[src/rtl/core/tdl_pkg.sv]
// Package for the timeout delta list: sizes, command codes, cell structs.
// No dependencies.
package tdl_pkg;
    localparam int CAPACITY = 16;
    localparam int MAX_RESULTS = 16;
    localparam int IDX_W = $clog2(CAPACITY);
    localparam int CNT_W = $clog2(CAPACITY + 1);
    localparam int RES_W = $clog2(MAX_RESULTS + 1);

    typedef enum logic [1:0] {
        CMD_INSERT = 2'd0,
        CMD_REMOVE = 2'd1,
        CMD_TICK   = 2'd2,
        CMD_NONE   = 2'd3
    } cmd_t;

    typedef enum logic [1:0] {
        ST_IDLE,
        ST_RELEASE
    } state_t;

    // due: ticks left until release, counted from now
    typedef struct packed {
        logic [15:0] due;
        logic [7:0]  thread;
        logic [7:0]  sem;
    } entry_t;

    // per-cycle operation broadcast to every cell
    typedef struct packed {
        logic        ins;
        logic        rem;
        logic        dec;
        logic        pop;
        logic [7:0]  thread;
        logic [7:0]  sem;
        logic [15:0] timeout;
    } cell_op_t;

    // what a cell tells its right-hand neighbor
    typedef struct packed {
        logic        past_ins;   // insert point lies at or before this cell
        logic        past_rem;   // removed entry lies at or before this cell
    } chain_t;
endpackage

[src/rtl/core/timeout_delta_list_unit.sv]
// Top level of the timeout delta list unit: stream ports and release sequencer.
// Depends on tdl_pkg and tdl_chain.
//
// Each cell keeps the total wait of its entry, so an insert or remove settles in
// a single update of the cell chain without summing waits along the row. A tick
// first decrements the waits; when the list is not empty it then releases the
// due entries one by one, each release popping the head of the chain once the
// previous release item is taken, and then closes; at most MAX_RESULTS entries
// go per tick.
module timeout_delta_list_unit import tdl_pkg::*; (
    input  logic        clk,
    input  logic        rst_n,
    input  logic        s_tvalid,
    output logic        s_tready,
    input  logic [31:0] s_tdata,   // thread_id[7:0], sem_id[15:8], timeout[31:16]
    input  logic [1:0]  s_tuser,   // command[1:0]
    output logic        m_tvalid,
    input  logic        m_tready,
    output logic [15:0] m_tdata,   // released_thread[7:0], released_sem[15:8]
    output logic        m_tlast    // last_of_tick
);
    state_t state_reg, state_next;
    logic [RES_W-1:0] n_reg, n_next;
    logic        ov_reg, ov_next;
    logic [15:0] od_reg, od_next;
    logic        ol_reg, ol_next;
    cell_op_t    op;
    entry_t      head, second;
    logic        head_occ, second_occ, full, acc, can_pop, more_rel;

    tdl_chain u_chain (
        .clk        (clk),
        .rst_n      (rst_n),
        .op         (op),
        .head       (head),
        .head_occ   (head_occ),
        .second     (second),
        .second_occ (second_occ),
        .full       (full)
    );

    assign s_tready = state_reg == ST_IDLE;
    assign acc = s_tvalid && s_tready;
    assign can_pop = head_occ && head.due == 16'd0 && n_reg < RES_W'(MAX_RESULTS);
    // another release follows this pop in the same tick
    assign more_rel = second_occ && second.due == 16'd0 &&
                      (n_reg + 1'b1) < RES_W'(MAX_RESULTS);

    always_comb
    begin
        op = '0;
        op.thread  = s_tdata[7:0];
        op.sem     = s_tdata[15:8];
        op.timeout = s_tdata[31:16];
        state_next = state_reg;
        n_next  = n_reg;
        ov_next = ov_reg && !m_tready;
        od_next = od_reg;
        ol_next = ol_reg;
        case (state_reg)
            ST_IDLE:
            begin
                if (acc)
                begin
                    case (cmd_t'(s_tuser))
                        CMD_INSERT: op.ins = !full;
                        CMD_REMOVE: op.rem = 1'b1;
                        CMD_TICK:
                        begin
                            op.dec = head.due != 16'd0;
                            n_next = '0;
                            if (head_occ)
                                state_next = ST_RELEASE;
                        end
                        default: ;
                    endcase
                end
            end
            ST_RELEASE:
            begin
                if (!ov_reg || m_tready)
                begin
                    if (can_pop)
                    begin
                        op.pop  = 1'b1;
                        ov_next = 1'b1;
                        od_next = {head.sem, head.thread};
                        n_next  = n_reg + 1'b1;
                        ol_next = !more_rel;
                    end
                    else
                        state_next = ST_IDLE;
                end
            end
            default: state_next = ST_IDLE;
        endcase
    end

    always_ff @(posedge clk or negedge rst_n)
    begin
        if (!rst_n)
        begin
            state_reg <= ST_IDLE;
            n_reg     <= '0;
            ov_reg    <= 1'b0;
        end
        else
        begin
            state_reg <= state_next;
            n_reg     <= n_next;
            ov_reg    <= ov_next;
        end
    end

    always_ff @(posedge clk)
    begin
        od_reg <= od_next;
        ol_reg <= ol_next;
    end

    assign m_tvalid = ov_reg;
    assign m_tdata  = od_reg;
    assign m_tlast  = ol_reg;
endmodule

[src/rtl/core/tdl_cell.sv]
// One slot of the timer list; holds an entry's total wait and shifts with its neighbors.
// Depends on tdl_pkg.
module tdl_cell import tdl_pkg::*; (
    input  logic     clk,
    input  logic     rst_n,
    input  cell_op_t op,
    input  logic     first,
    input  logic     occ_left,
    input  entry_t   ent_left,
    input  entry_t   ent_right,
    input  logic     occ_right,
    input  chain_t   cin,
    output chain_t   cout,
    output entry_t   ent,
    output logic     occ
);
    entry_t ent_reg, ent_next;
    logic   occ_reg, occ_next;
    logic   here_ins, here_rem;

    // insert goes before this cell if this cell is free or its due exceeds t
    // (at the head: when t <= due)
    always_comb
    begin
        if (first)
            here_ins = !occ_reg || (op.timeout <= ent_reg.due);
        else
            here_ins = !occ_reg || (op.timeout < ent_reg.due);
    end
    assign here_rem = occ_reg && ent_reg.thread == op.thread && !cin.past_rem;

    always_comb
    begin
        cout.past_ins = cin.past_ins || here_ins;
        cout.past_rem = cin.past_rem || here_rem;
        ent_next = ent_reg;
        occ_next = occ_reg;
        if (op.ins)
        begin
            if (cin.past_ins)
            begin
                ent_next = ent_left;
                occ_next = occ_left;
            end
            else if (here_ins)
            begin
                ent_next.due    = op.timeout;
                ent_next.thread = op.thread;
                ent_next.sem    = op.sem;
                occ_next        = 1'b1;
            end
        end
        else if (op.rem)
        begin
            if (cin.past_rem || here_rem)
            begin
                ent_next = ent_right;
                occ_next = occ_right;
            end
        end
        else if (op.dec)
        begin
            if (occ_reg)
                ent_next.due = ent_reg.due - 16'd1;
        end
        else if (op.pop)
        begin
            ent_next = ent_right;
            occ_next = occ_right;
        end
    end

    always_ff @(posedge clk or negedge rst_n)
    begin
        if (!rst_n)
            occ_reg <= 1'b0;
        else
            occ_reg <= occ_next;
    end

    always_ff @(posedge clk)
    begin
        ent_reg <= ent_next;
    end

    assign ent = ent_reg;
    assign occ = occ_reg;
endmodule

[src/rtl/core/tdl_chain.sv]
// Row of timer list cells, each linked to its left and right neighbor.
// Depends on tdl_pkg and tdl_cell.
module tdl_chain import tdl_pkg::*; (
    input  logic     clk,
    input  logic     rst_n,
    input  cell_op_t op,
    output entry_t   head,
    output logic     head_occ,
    output entry_t   second,
    output logic     second_occ,
    output logic     full
);
    entry_t ent [CAPACITY];
    logic   occ [CAPACITY];
    chain_t ch  [CAPACITY+1];
    entry_t left_ent [CAPACITY];
    entry_t right_ent [CAPACITY];
    logic   left_occ [CAPACITY];
    logic   right_occ [CAPACITY];

    assign ch[0] = '0;

    genvar i;
    generate
        for (i = 0; i < CAPACITY; i++)
        begin : g_cell
            if (i == 0)
            begin : g_l0
                assign left_ent[i] = '0;
                assign left_occ[i] = 1'b0;
            end
            else
            begin : g_l
                assign left_ent[i] = ent[i-1];
                assign left_occ[i] = occ[i-1];
            end
            if (i == CAPACITY - 1)
            begin : g_rl
                assign right_ent[i] = '0;
                assign right_occ[i] = 1'b0;
            end
            else
            begin : g_r
                assign right_ent[i] = ent[i+1];
                assign right_occ[i] = occ[i+1];
            end
            tdl_cell u_cell (
                .clk       (clk),
                .rst_n     (rst_n),
                .op        (op),
                .first     (i == 0),
                .occ_left  (left_occ[i]),
                .ent_left  (left_ent[i]),
                .ent_right (right_ent[i]),
                .occ_right (right_occ[i]),
                .cin       (ch[i]),
                .cout      (ch[i+1]),
                .ent       (ent[i]),
                .occ       (occ[i])
            );
        end
    endgenerate

    assign head       = ent[0];
    assign head_occ   = occ[0];
    assign second     = ent[1];
    assign second_occ = occ[1];
    assign full       = occ[CAPACITY-1];
endmodule
[config.mk]
export PLATFORM = sky130hd
export DESIGN_NAME = timeout_delta_list_unit
export DESIGN_NICKNAME = d
export VERILOG_FILES = /design/src/rtl/core/tdl_pkg.sv /design/src/rtl/core/timeout_delta_list_unit.sv /design/src/rtl/core/tdl_cell.sv /design/src/rtl/core/tdl_chain.sv
export SDC_FILE = /design/constraint.sdc
export NUM_CORES = 2
export LEC_CHECK = 0
export BUFFER_PORTS_ARGS = -buffer_cell sky130_fd_sc_hd__buf_4
export CAP_MARGIN = 20
export CORE_MARGIN = 1.5
export CORE_UTILIZATION = 65
export DETAILED_ROUTE_END_ITERATION = 10
export PLACE_DENSITY = 0.84
export SETUP_SLACK_MARGIN = 0.5
export SKIP_LAST_GASP = 1
export SYNTH_ARGS = -nofsm -noshare
export SYNTH_HDL_FRONTEND = slang
export SYNTH_HIERARCHICAL = 1
export SYNTH_SLANG_ARGS = --single-unit
[constraint.sdc]
create_clock -name clk -period 16.2 [get_ports clk]
set_input_delay 1.62 -clock clk [delete_from_list [all_inputs] [get_ports clk]]
set_output_delay 1.62 -clock clk [all_outputs]
set_load 0.01 [all_outputs]
==> flow_metrics.tcl <==
set metrics [dict create \
    drc 0 \
    layout.nets 5043 \
    cp_max_fo 35 \
    postCtsSetupRepairBufs 0 \
    routed_wl_um 132000 \
    power_density_nw_per_um2 97.9 \
    root_buffer "clkbuf_16" \
    cts_sinks 552 \
    status "complete, no violations" \
    yosysWarnings 6 \
    grt_pass1_wl_um 201000 \
    drive_gt1_frac 0.0947 \
    die_area_um2 68700 \
    max_cap_violations 0 \
    avgSynthCellArea_um2 9.33 \
    via_per_inst 6.73 \
    cts_resized 0 \
    htreeDepth 2 \
    cts_max_path_buffers 3 \
    timing.setup.tns_ps 0 \
    cts_tree "yes" \
    critPathLaunchType "input pin" \
    setup_slack_ps 1850 \
    syn_inst 4673 \
    worst_clock_skew_ps 21.6 \
    core_um2 66100 \
    overflow 0 \
    die_h_um 262 \
    endpoint_kind "flop" \
    io_pins 57 \
    grt.total_usage 0.374 \
    grt_setup_unrepaired "false" \
    antenna_found_initial 3 \
    clock_latency_ps 660 \
    rows 94 \
    irDropWorstVdd_mv 0.0891 \
    slew_headroom 0.230 \
    max_freq_mhz 69.7 \
    postCtsHoldBufs 0 \
    dr.pass1.iters 11 \
    leakagePower_uw 0.0206 \
    worst_pin_slew_ps 1160 \
    clk_pin_slew_ps 60 \
    initial_core_util 0.660 \
    grt_pass1_vias 36700 \
    worst_ep_required_time_ps 16530 \
    gp_congestion 0.956 \
    largest_register_ffs 512 \
    critPathKind "in2reg" \
    fin_util 0.716 \
    cts_buffers 60 \
    arrival_ps 14680 \
    cp_common_cell "buf_4" \
    area_growth_pct 8.48 \
    place_hpwl_um 90300 \
    synth_area_um2 43600 \
    die_w_um 262 \
    hold_viol 0 \
    period_share 0.886 \
    first_iter_violations 4797 \
    vias 38000 \
    post-route-min-period_ps 14350 \
    grt_max_degree 182 \
    ant_nets 0 \
    portBuffers 56 \
    cpPeakStageDelay_ps 530 \
    detail_route.wl_per_cell_um 23.3 \
    finalSetupViolCount 0 \
    maxSlewViolCount 0 \
    post-place-ws_ps 1610 \
    slowest_stage "buf_4" \
    min_path_type "reg2reg" \
]
[path summary, 6_finish.rpt]
check,slack (ps),cells past startpoint,end,from
max in group asynchronous,14920,1,u_chain/g_cell[15].u_cell/occ,rst_n
setup / recovery,1850,59,u_chain/g_cell[15].u_cell/ent[30],s_tdata[23]
hold / removal,470,0,m_tdata[9],u_chain/g_cell[0].u_cell/ent[1]
hold reg to reg,470,0,m_tdata[9],u_chain/g_cell[0].u_cell/ent[1]
setup reg to reg,2510,59,u_chain/g_cell[15].u_cell/ent[30],u_chain/g_cell[0].u_cell/ent[21]
min in group asynchronous,930,1,m_tvalid,rst_n
[area by class of cell]
class                           instances  area, µm²
Multi-Input combinational cell       3590      25300
Fill cell                            4815      18800
Sequential cell                       552      16500
Clock buffer                           78       1620
Inverter                              396       1490
Tap cell                              864       1080
Timing Repair Buffer                  132       1000
Clock inverter                         35        359
Antenna cell                            3       7.51
[metal layers]
metal  part of all wire  vias to the layer above  GRT usage
met5                  0                        -          0
met4              0.064                        0      0.228
met3               0.10                      626     0.0799
met2               0.46                     2323      0.605
met1               0.37                    17900      0.459
li1                   -                    17200          -
[critical path, delay by kind of cell]
family / cells / cell delay, ps
adder cells (fa/ha/maj): 1 / 310
AO/OA/AOI/OAI: 27 / 3600
AND/OR/NAND/NOR: 1 / 190
buffers and inverters: 30 / 8770
[through the flow]
step                      hold slack [ps]  power [µW]  instance area, µm²  instances
after floorplan                       426        2770               43900       4757
after global placement                447        3120               45300       5534
after detailed placement              459        3170               45300       5534
after CTS                             471        4590               47300       5647
after global routing                  474        4810               47300       5647
final                                 470        4630               47300       5650
[cell usage in the layout (no fill, tap or decap), types with 78 or more instances in the layout]
master / n
o21ai_0: 101
o221ai_1: 80
mux2i_1: 468
nor2_1: 442
nor3_1: 90
conb_1: 86
a21oi_1: 532
nand2_1: 237
buf_4: 131
xnor2_1: 312
o21ai_1: 112
nand3_1: 150
edfxtp_1: 529
a211oi_1: 107
nand4_1: 78
ha_1: 273
inv_1: 379
[power breakdown]
part           switching, µW  leakage [µW]  internal [µW]  total, µW
Sequential               264       0.00519           1810       2070
Clock                    615      0.000972            814       1430
Combinational            693        0.0144            436       1130
Total                   1570        0.0206           3060       4630
No activity file was read; power rests on OpenSTA's default activity.
